--- config.mk ---
export PLATFORM = sky130hd
export DESIGN_NAME = integer_to_radix_text
export DESIGN_NICKNAME = d
export VERILOG_FILES = /design/src/rtl/core/itrt_pkg.sv /design/src/rtl/core/integer_to_radix_text.sv /design/src/rtl/core/itrt_alpha_check.sv /design/src/rtl/core/itrt_front.sv /design/src/rtl/core/itrt_queue.sv /design/src/rtl/core/itrt_back.sv
export SDC_FILE = /design/constraint.sdc
export NUM_CORES = 2
export LEC_CHECK = 0
export BUFFER_PORTS_ARGS = -buffer_cell sky130_fd_sc_hd__buf_2
export CAP_MARGIN = 30
export CORE_MARGIN = 4
export CORE_UTILIZATION = 45
export DETAILED_ROUTE_END_ITERATION = 6
export GPL_ROUTABILITY_DRIVEN = 0
export PLACE_DENSITY = 0.72
export SLEW_MARGIN = 20
export SYNTH_ARGS = -nofsm -noshare
export SYNTH_HDL_FRONTEND = slang
export SYNTH_SLANG_ARGS = --single-unit
--- constraint.sdc ---
create_clock -name clk -period 16.65 [get_ports clk]
set_clock_uncertainty 0.1 [all_clocks]
set_input_delay 2.4975 -clock clk [delete_from_list [all_inputs] [get_ports clk]]
set_output_delay 2.4975 -clock clk [all_outputs]
set_load 0.02 [all_outputs]
--- src/rtl/core/itrt_pkg.sv ---
`timescale 1ns / 1ps

package itrt_pkg;

    // Alphabet geometry
    localparam int ALPHA_MAX   = 64;
    localparam int ALPHA_REGS  = 8;
    localparam int CHAR_W      = 8;
    localparam int DIGIT_W     = 6;   // digit value 0..63
    localparam int RADIX_W     = 7;   // alphabet length 0..64
    localparam int CFG_INDEX_W = 4;
    localparam int CFG_DATA_W  = 64;

    // Character codes
    localparam logic [CHAR_W-1:0] CHAR_NUL     = 8'h00;
    localparam logic [CHAR_W-1:0] CHAR_MINUS   = 8'h2D;
    localparam logic [CHAR_W-1:0] CHAR_DIG_LO  = 8'h30;
    localparam logic [CHAR_W-1:0] CHAR_DIG_HI  = 8'h39;
    localparam logic [CHAR_W-1:0] CHAR_UPR_LO  = 8'h41;
    localparam logic [CHAR_W-1:0] CHAR_UPR_HI  = 8'h5A;
    localparam logic [CHAR_W-1:0] CHAR_LWR_LO  = 8'h61;
    localparam logic [CHAR_W-1:0] CHAR_LWR_HI  = 8'h7A;

    // Alphabet storage, character 0 in element 0
    typedef logic [ALPHA_MAX-1:0][CHAR_W-1:0] alpha_vec_t;

    // Alphabet check status handed to the front and back parts
    typedef struct packed {
        logic               busy;
        logic               ok;
        logic [RADIX_W-1:0] radix;
    } alpha_stat_t;

    function automatic logic is_alnum(input logic [CHAR_W-1:0] c);
        return c inside {[CHAR_DIG_LO:CHAR_DIG_HI], [CHAR_UPR_LO:CHAR_UPR_HI],
                         [CHAR_LWR_LO:CHAR_LWR_HI]};
    endfunction

endpackage

--- src/rtl/core/integer_to_radix_text.sv ---
`timescale 1ns / 1ps

// Signed integer to text in the radix of a configured alphabet.
// cfg channel: cfg_index selects one of eight 64-bit alphabet registers
// (characters 8*i..8*i+7, lowest byte first, first zero byte ends the
// alphabet); cfg_ready is always high. Each write starts a check sweep over
// up to 64 characters (one character per cycle) during which s_tready is low.
// s channel: one signed number per transaction. Under an invalid alphabet
// (shorter than two, non-alphanumeric, or a repeated character) the number
// is taken and produces nothing.
// m channel: one character per transaction, '-' first for negatives, then
// digits most significant first; m_tlast marks the final digit.
// Conversion: the number is dequeued, then the division unit works out each
// digit through the NCH bytes of the dividend (NCH = ceil(NUMBER_WIDTH/8),
// four at 32 bits, eight quotient bits per cycle); a fetch state also sends
// the minus sign of a negative number, then the digits go out while m_tready allows.
// A two-entry queue sits between the input stage and the divider, so two
// more numbers are taken while one is converted. Reset clears the alphabet
// (invalid) and all control; a stalled m_tready holds the output register
// and stops the converter, and the queue then fills and drops s_tready.
module integer_to_radix_text #(
    parameter int NUMBER_WIDTH = 32
) (
    input  logic                               clk,
    input  logic                               rst_n,
    input  logic                               s_tvalid,
    output logic                               s_tready,
    input  logic [((NUMBER_WIDTH+7)/8)*8-1:0]  s_tdata,    // value_in
    output logic                               m_tvalid,
    input  logic                               m_tready,
    output logic [itrt_pkg::CHAR_W-1:0]        m_tdata,    // text_char
    output logic                               m_tlast,    // last_char
    input  logic                               cfg_valid,
    output logic                               cfg_ready,
    input  logic [itrt_pkg::CFG_INDEX_W-1:0]   cfg_index,
    input  logic [itrt_pkg::CFG_DATA_W-1:0]    cfg_data
);
    import itrt_pkg::*;

    alpha_vec_t              alpha;
    alpha_stat_t             stat;
    logic                    q_full;
    logic                    push;
    logic [NUMBER_WIDTH:0]   push_data;
    logic                    pop;
    logic                    q_valid;
    logic [NUMBER_WIDTH:0]   pop_data;

    itrt_alpha_check u_check (
        .clk       (clk),
        .rst_n     (rst_n),
        .cfg_valid (cfg_valid),
        .cfg_ready (cfg_ready),
        .cfg_index (cfg_index),
        .cfg_data  (cfg_data),
        .alpha     (alpha),
        .stat      (stat)
    );

    itrt_front #(.NUMBER_WIDTH(NUMBER_WIDTH)) u_front (
        .s_tvalid  (s_tvalid),
        .s_tready  (s_tready),
        .s_tdata   (s_tdata),
        .stat      (stat),
        .q_full    (q_full),
        .push      (push),
        .push_data (push_data)
    );

    itrt_queue #(.WIDTH(NUMBER_WIDTH + 1)) u_queue (
        .clk       (clk),
        .rst_n     (rst_n),
        .push      (push),
        .push_data (push_data),
        .full      (q_full),
        .pop       (pop),
        .q_valid   (q_valid),
        .pop_data  (pop_data)
    );

    itrt_back #(.NUMBER_WIDTH(NUMBER_WIDTH)) u_back (
        .clk       (clk),
        .rst_n     (rst_n),
        .q_valid   (q_valid),
        .q_data    (pop_data),
        .q_pop     (pop),
        .alpha     (alpha),
        .radix     (stat.radix),
        .m_tvalid  (m_tvalid),
        .m_tready  (m_tready),
        .m_tdata   (m_tdata),
        .m_tlast   (m_tlast)
    );

endmodule

--- src/rtl/core/itrt_alpha_check.sv ---
`timescale 1ns / 1ps

module itrt_alpha_check (
    input  logic                              clk,
    input  logic                              rst_n,
    input  logic                              cfg_valid,
    output logic                              cfg_ready,
    input  logic [itrt_pkg::CFG_INDEX_W-1:0]  cfg_index,
    input  logic [itrt_pkg::CFG_DATA_W-1:0]   cfg_data,
    output itrt_pkg::alpha_vec_t              alpha,
    output itrt_pkg::alpha_stat_t             stat
);
    import itrt_pkg::*;

    alpha_vec_t          alpha_reg;
    logic                busy_reg;
    logic                ok_reg;
    logic                acc_ok_reg;
    logic [RADIX_W-1:0]  radix_reg;
    logic [RADIX_W-1:0]  scan_reg;

    logic [CHAR_W-1:0]   scan_char;
    logic                scan_end;
    logic                dup;

    assign cfg_ready = 1'b1;
    assign alpha     = alpha_reg;
    assign stat      = '{busy: busy_reg, ok: ok_reg, radix: radix_reg};

    // Current scan character and duplicate search against earlier positions
    always_comb
    begin
        scan_char = alpha_reg[scan_reg[DIGIT_W-1:0]];
        scan_end  = scan_reg[RADIX_W-1] || (scan_char == CHAR_NUL);
        dup       = 1'b0;
        for (int j = 0; j < ALPHA_MAX; j++)
        begin
            if ((RADIX_W'(j) < scan_reg) && (alpha_reg[j] == scan_char))
                dup = 1'b1;
        end
    end

    // Register file and check sweep, one character per cycle
    always_ff @(posedge clk or negedge rst_n)
    begin
        if (!rst_n)
        begin
            alpha_reg  <= '0;
            busy_reg   <= 1'b0;
            ok_reg     <= 1'b0;
            acc_ok_reg <= 1'b0;
            radix_reg  <= '0;
            scan_reg   <= '0;
        end
        else if (cfg_valid && cfg_ready)
        begin
            if (cfg_index < CFG_INDEX_W'(ALPHA_REGS))
                alpha_reg[{cfg_index[2:0], 3'b000} +: 8] <= cfg_data;
            busy_reg   <= 1'b1;
            ok_reg     <= 1'b0;
            acc_ok_reg <= 1'b1;
            scan_reg   <= '0;
        end
        else if (busy_reg)
        begin
            if (scan_end)
            begin
                busy_reg  <= 1'b0;
                ok_reg    <= acc_ok_reg && (scan_reg >= RADIX_W'(2));
                radix_reg <= scan_reg;
            end
            else
            begin
                if (!is_alnum(scan_char) || dup)
                    acc_ok_reg <= 1'b0;
                scan_reg <= scan_reg + RADIX_W'(1);
            end
        end
    end

endmodule

--- src/rtl/core/itrt_front.sv ---
`timescale 1ns / 1ps

module itrt_front #(
    parameter int NUMBER_WIDTH = 32
) (
    input  logic                                   s_tvalid,
    output logic                                   s_tready,
    input  logic [((NUMBER_WIDTH+7)/8)*8-1:0]      s_tdata,
    input  itrt_pkg::alpha_stat_t                  stat,
    input  logic                                   q_full,
    output logic                                   push,
    output logic [NUMBER_WIDTH:0]                  push_data   // {neg, magnitude}
);
    import itrt_pkg::*;

    logic [NUMBER_WIDTH-1:0] value;
    logic                    neg;
    logic [NUMBER_WIDTH-1:0] mag;

    // Hold off while the alphabet is being checked or the queue is full
    assign s_tready = !stat.busy && !q_full;

    // Sign and magnitude; the most negative value maps to 2^(W-1) unsigned
    always_comb
    begin
        value     = s_tdata[NUMBER_WIDTH-1:0];
        neg       = value[NUMBER_WIDTH-1];
        mag       = neg ? (~value + NUMBER_WIDTH'(1)) : value;
        push_data = {neg, mag};
        // Items under an invalid alphabet are dropped here
        push      = s_tvalid && s_tready && stat.ok;
    end

endmodule

--- src/rtl/core/itrt_queue.sv ---
`timescale 1ns / 1ps

module itrt_queue #(
    parameter int WIDTH = 33
) (
    input  logic             clk,
    input  logic             rst_n,
    input  logic             push,
    input  logic [WIDTH-1:0] push_data,
    output logic             full,
    input  logic             pop,
    output logic             q_valid,
    output logic [WIDTH-1:0] pop_data
);

    logic [WIDTH-1:0] entry_reg [2];
    logic             wr_ptr_reg;
    logic             rd_ptr_reg;
    logic [1:0]       count_reg;

    assign full     = (count_reg == 2'd2);
    assign q_valid  = (count_reg != 2'd0);
    assign pop_data = entry_reg[rd_ptr_reg];

    // Two-entry ring
    always_ff @(posedge clk or negedge rst_n)
    begin
        if (!rst_n)
        begin
            wr_ptr_reg <= 1'b0;
            rd_ptr_reg <= 1'b0;
            count_reg  <= 2'd0;
        end
        else
        begin
            if (push)
                wr_ptr_reg <= ~wr_ptr_reg;
            if (pop)
                rd_ptr_reg <= ~rd_ptr_reg;
            if (push && !pop)
                count_reg <= count_reg + 2'd1;
            else if (pop && !push)
                count_reg <= count_reg - 2'd1;
        end
    end

    always_ff @(posedge clk)
    begin
        if (push)
            entry_reg[wr_ptr_reg] <= push_data;
    end

endmodule

--- src/rtl/core/itrt_back.sv ---
`timescale 1ns / 1ps

module itrt_back #(
    parameter int NUMBER_WIDTH = 32
) (
    input  logic                                clk,
    input  logic                                rst_n,
    input  logic                                q_valid,
    input  logic [NUMBER_WIDTH:0]               q_data,    // {neg, magnitude}
    output logic                                q_pop,
    input  itrt_pkg::alpha_vec_t                alpha,
    input  logic [itrt_pkg::RADIX_W-1:0]        radix,
    output logic                                m_tvalid,
    input  logic                                m_tready,
    output logic [itrt_pkg::CHAR_W-1:0]         m_tdata,
    output logic                                m_tlast
);
    import itrt_pkg::*;

    localparam int CHUNK  = 8;
    localparam int NCH    = (NUMBER_WIDTH + CHUNK - 1) / CHUNK;
    localparam int PAD_W  = NCH * CHUNK;
    localparam int CH_W   = (NCH > 1) ? $clog2(NCH) : 1;
    localparam int DIG_AW = $clog2(NUMBER_WIDTH);

    typedef enum logic [1:0] {ST_IDLE, ST_DIV, ST_FETCH, ST_EMIT} state_t;

    state_t              state_reg;
    logic [PAD_W-1:0]    div_reg;
    logic [RADIX_W-1:0]  rem_reg;
    logic [CH_W-1:0]     chunk_reg;
    logic [DIG_AW-1:0]   dcnt_reg;
    logic [DIG_AW-1:0]   idx_reg;
    logic                neg_reg;
    logic                m_tvalid_reg;
    logic [CHAR_W-1:0]   m_tdata_reg;
    logic                m_tlast_reg;

    // Digit store, least significant digit at address 0
    logic [DIGIT_W-1:0]  dig_mem [NUMBER_WIDTH];
    logic [DIGIT_W-1:0]  mem_q_reg;
    logic [DIG_AW-1:0]   rd_addr;

    logic [RADIX_W-1:0]  rem_next;
    logic [CHUNK-1:0]    qbits;
    logic [PAD_W-1:0]    div_next;
    logic [CHUNK:0]      trial;
    logic                last_chunk;
    logic                out_free;
    logic                emit;

    assign m_tvalid = m_tvalid_reg;
    assign m_tdata  = m_tdata_reg;
    assign m_tlast  = m_tlast_reg;
    assign q_pop    = (state_reg == ST_IDLE) && q_valid;

    assign out_free   = !m_tvalid_reg || m_tready;
    assign last_chunk = (chunk_reg == CH_W'(NCH - 1));

    // A new character is loaded into the output register this cycle
    assign emit = out_free && (((state_reg == ST_FETCH) && neg_reg) || (state_reg == ST_EMIT));

    // Eight restoring division steps on the top byte of the dividend
    always_comb
    begin
        rem_next = rem_reg;
        qbits    = '0;
        trial    = '0;
        for (int b = 0; b < CHUNK; b++)
        begin
            trial = {1'b0, rem_next, div_reg[PAD_W-1-b]};
            if (trial >= (CHUNK+1)'(radix))
            begin
                rem_next           = RADIX_W'(trial - (CHUNK+1)'(radix));
                qbits[CHUNK-1-b]   = 1'b1;
            end
            else
                rem_next = trial[RADIX_W-1:0];
        end
        div_next = (div_reg << CHUNK) | PAD_W'(qbits);
    end

    // Read address runs one digit ahead while characters go out
    always_comb
    begin
        if ((state_reg == ST_EMIT) && out_free && (idx_reg != '0))
            rd_addr = idx_reg - DIG_AW'(1);
        else
            rd_addr = idx_reg;
    end

    always_ff @(posedge clk)
    begin
        if ((state_reg == ST_DIV) && last_chunk)
            dig_mem[dcnt_reg] <= rem_next[DIGIT_W-1:0];
        mem_q_reg <= dig_mem[rd_addr];
    end

    // Sequencer: divide down to zero, then emit sign and digits
    always_ff @(posedge clk or negedge rst_n)
    begin
        if (!rst_n)
        begin
            state_reg    <= ST_IDLE;
            div_reg      <= '0;
            rem_reg      <= '0;
            chunk_reg    <= '0;
            dcnt_reg     <= '0;
            idx_reg      <= '0;
            neg_reg      <= 1'b0;
            m_tvalid_reg <= 1'b0;
            m_tdata_reg  <= '0;
            m_tlast_reg  <= 1'b0;
        end
        else
        begin
            // Output valid: set on a new character, cleared once taken
            if (emit)
                m_tvalid_reg <= 1'b1;
            else if (m_tvalid_reg && m_tready)
                m_tvalid_reg <= 1'b0;

            case (state_reg)
                ST_IDLE:
                begin
                    if (q_valid)
                    begin
                        div_reg   <= PAD_W'(q_data[NUMBER_WIDTH-1:0]);
                        neg_reg   <= q_data[NUMBER_WIDTH];
                        rem_reg   <= '0;
                        chunk_reg <= '0;
                        dcnt_reg  <= '0;
                        state_reg <= ST_DIV;
                    end
                end
                ST_DIV:
                begin
                    div_reg <= div_next;
                    if (last_chunk)
                    begin
                        rem_reg   <= '0;
                        chunk_reg <= '0;
                        if (div_next == '0)
                        begin
                            idx_reg   <= dcnt_reg;
                            state_reg <= ST_FETCH;
                        end
                        else
                            dcnt_reg <= dcnt_reg + DIG_AW'(1);
                    end
                    else
                    begin
                        rem_reg   <= rem_next;
                        chunk_reg <= chunk_reg + CH_W'(1);
                    end
                end
                ST_FETCH:
                begin
                    if (!neg_reg)
                        state_reg <= ST_EMIT;
                    else if (out_free)
                    begin
                        m_tdata_reg  <= CHAR_MINUS;
                        m_tlast_reg  <= 1'b0;
                        state_reg    <= ST_EMIT;
                    end
                end
                ST_EMIT:
                begin
                    if (out_free)
                    begin
                        m_tdata_reg  <= alpha[mem_q_reg];
                        m_tlast_reg  <= (idx_reg == '0);
                        if (idx_reg == '0)
                            state_reg <= ST_IDLE;
                        else
                            idx_reg <= idx_reg - DIG_AW'(1);
                    end
                end
                default:
                begin
                    state_reg <= ST_IDLE;
                end
            endcase
        end
    end

endmodule

==> flow_metrics.py <==
metrics = {
    "routing": {
        "wl_per_cell_um": 29.31,
        "finalWirelength_mm": 177.6,
        "firstDrtPassIters": 7,
        "via_per_inst": 6.479,
        "drc": 18,
        "initialDrtViolationCount": 6119,
        "vias": 39262,
        "drtAntennaViolNets": 0,
    },
    "global_route": {
        "grt_max_degree": 109,
        "grt_overflow": 0,
        "grt_pass1_vias": 37515,
        "antenna_found_initial": 8,
        "grt_pass1_wl_mm": 256.8,
        "gr-usage-all-layers_pct": 28.79,
    },
    "yosys": {
        "synth_edf_count": 258,
        "ys_top_cells_by_area": "dfrtp_1, mux4_2, edfxtp_1, mux2_2, xnor2_1",
        "synth_fp_nets": 4561,
        "syn_area_per_cell_um2": 11.76,
        "synthesis.area_um2": 51460,
        "synthFlopType": "dfrtp_1",
        "yosys.cell_types.count": 94,
        "ys_seq_elements": 861,
        "async_reset_ff_share_pct": 69.34,
        "syn_inst": 4376,
        "synth_top_area_share_pct": 29.03,
        "synth_top_area_cell": "dfrtp_1",
        "ys_warn_count": 0,
        "yosysSeqAreaShare_pct": 44.32,
    },
    "floorplan": {
        "die_area_um2": 119800,
        "io_pins": 117,
        "placementRows": 123,
        "start_util_pct": 45.56,
        "core_um2": 113000,
        "die_w_um": 346.2,
        "die_y_um": 346.2,
    },
    "sta": {
        "final_hold_viol_count": 0,
        "min_period_over_period_pct": 97.64,
        "fin_crit_ns": 16.26,
        "setup_viol": 0,
        "setup_ws_ns": 0.3930,
        "slew-limit-headroom_pct": 18.37,
        "max_freq_mhz": 61.51,
        "worst_slew_pin_slew_ns": 1.212,
        "hold_ws_ns": 0.3797,
        "drv_slew": 0,
    },
    "finish": {
        "largest_reg_flops": 512,
        "final_cells": 6060,
        "nets": 4662,
        "area_growth_pct": 13.28,
        "drive_above_1_share_pct": 27.44,
    },
    "place": {
        "hpwl_mm": 126.0,
        "post-place-ws_ns": -0.5653,
        "portBuffers": 115,
        "place_inst": 5813,
    },
    "critical_path": {
        "worstSetupPathType": "flip-flop to flip-flop",
        "end_kind": "flip-flop",
        "worstSetupStartpointType": "flip-flop",
        "crit_arrival_ns": 16.75,
        "cp_data_required_time_ns": 17.14,
        "cp_slowest_cell": "or4_4",
        "cpPeakStageDelay_ns": 0.54,
        "path_max_fanout": 7,
    },
    "cts": {
        "htree_levels": 3,
        "path_clk_slew_ns": 0.06,
        "cts_buffers": 94,
        "cts_root_buffer": "clkbuf_16",
        "cts.sinks": 861,
        "cts.path.max_buffers": 3,
        "cts_tree": "built",
        "clk_latency_ns": 0.72,
    },
    "status": {
        "outcome": "finished, violations left",
        "violations": "DRC",
    },
    "worst_hold_path": {
        "hp-class": "flip-flop to flip-flop",
    },
    "run": {
        "cap_violations": 0,
    },
}
==> through the flow <==
| step | util [%] | TNS [ns] | cell area, µm² |
|---|---|---|---|
| final | 51.61 | 0 | 58290 |
| after CTS | 50.98 | 0 | 57590 |
| after global routing | 51.60 | -29.61 | 58280 |
| after detailed placement | 47.80 | -78.66 | 53990 |
| after global placement | 47.69 | -3.197 | 53880 |
| after floorplan | - | 0 | 51560 |
==> cell usage in the layout (no fill, tap or decap), types with 21 or more instances in the layout <==
master,netlist,layout
xor2_1,241,240
nand2b_1,23,23
clkbuf_16,0,95
mux2i_1,64,57
buf_2,59,115
nand2_1,657,655
a31oi_1,22,22
nor4_1,77,75
nand3_1,57,54
inv_1,57,55
ha_1,72,62
o21ai_0,223,209
nor3_1,47,43
xnor2_1,336,335
nand4_1,80,80
mux4_2,349,349
a22oi_1,33,33
nor2_1,148,146
a21oi_1,113,105
clkbuf_8,0,21
buf_4,11,164
edfxtp_1,258,258
nor2b_1,31,25
mux2_2,314,311
dfrtp_1,597,592
==> cell families (layout without fill, tap and decap cells) <==
kind of cell,count (synthesis),after routing,synth area share (%)
compound gates,563,563,6.796
xor+xnor,577,577,9.821
fa+ha+maj,80,80,2.062
buf+inv,359,534,2.872
flops,861,861,44.32
mux,732,737,23.53
other cells,1,5,0.007287
simple gates,1203,1203,10.59
==> final timing paths <==
kind | slack, ns | cells past startpoint | start | endpoint
setup / recovery | 0.39 | 79 | u_back.div_reg[31] | u_back.idx_reg[4]
hold / removal | 0.38 | 2 | u_back.div_reg[29] | u_back.div_reg[29]
setup reg to reg | 0.39 | 79 | u_back.div_reg[31] | u_back.idx_reg[4]
hold reg to reg | 0.38 | 2 | u_back.div_reg[29] | u_back.div_reg[29]
max in group asynchronous | 11.47 | 4 | rst_n | u_check.scan_reg[1]
min in group asynchronous | 1.77 | 1 | rst_n | u_check.alpha[488]
==> metal layers <==
layer / track usage [%] / vias up / wire length [µm]
li1: - / 16288 / -
met1: 37.26 / 19556 / 63740
met2: 41.90 / 2775 / 75990
met3: 10.43 / 637 / 24180
met4: 16.48 / 6 / 13660
met5: 0 / - / 41
==> cell type report <==
cell class	count	area [µm²]
clock inverters	44	514.2
clock buffers	131	2723
multi-input cells	3161	27900
repair buffers	299	2213
well taps	1500	1877
diodes	4	10.01
inverters	60	229.0
fillers	9603	54670
flip-flops and latches	861	22830
==> critical path: cells and delay by family (launching register included) <==
family                   cells  cell delay [ns]
buffers and inverters        5             0.50
multiplexers                 6             1.67
AO/OA/AOI/OAI               40             7.78
AND/OR/NAND/NOR             19             3.35
flip-flops                   1             0.39
adder cells (fa/ha/maj)      9             2.35
==> repair_timing <==
action / CTS / global route
endpoints found under the hold margin: 0 / 0
setup buffers: 22 / 34
gates resized for setup: 26 / 57
hold buffers: 0 / 0
setup endpoints to repair: 212 / 212
pin swaps: 11 / 49
gates cloned: 5 / 0
==> synthesized netlist by cell type, types with 31 or more instances <==
library cell and instances:
edfxtp_1 258, inv_1 57, nand3_1 57, nor2_1 148
nor4_1 77, nand4_1 80, a21oi_1 113, xor2_1 241
clkbuf_1 184, nor3_1 47, ha_1 72, buf_2 59
mux2_2 314, nor2b_1 31, dfrtp_1 597, mux4_2 349
o21ai_0 223, buf_1 43, nand2_1 657, a22oi_1 33
mux2i_1 64, xnor2_1 336
Power is left out: the tool's default activity adds up to more than one toggle a clock period on the data nets, which glitch-free logic cannot reach.
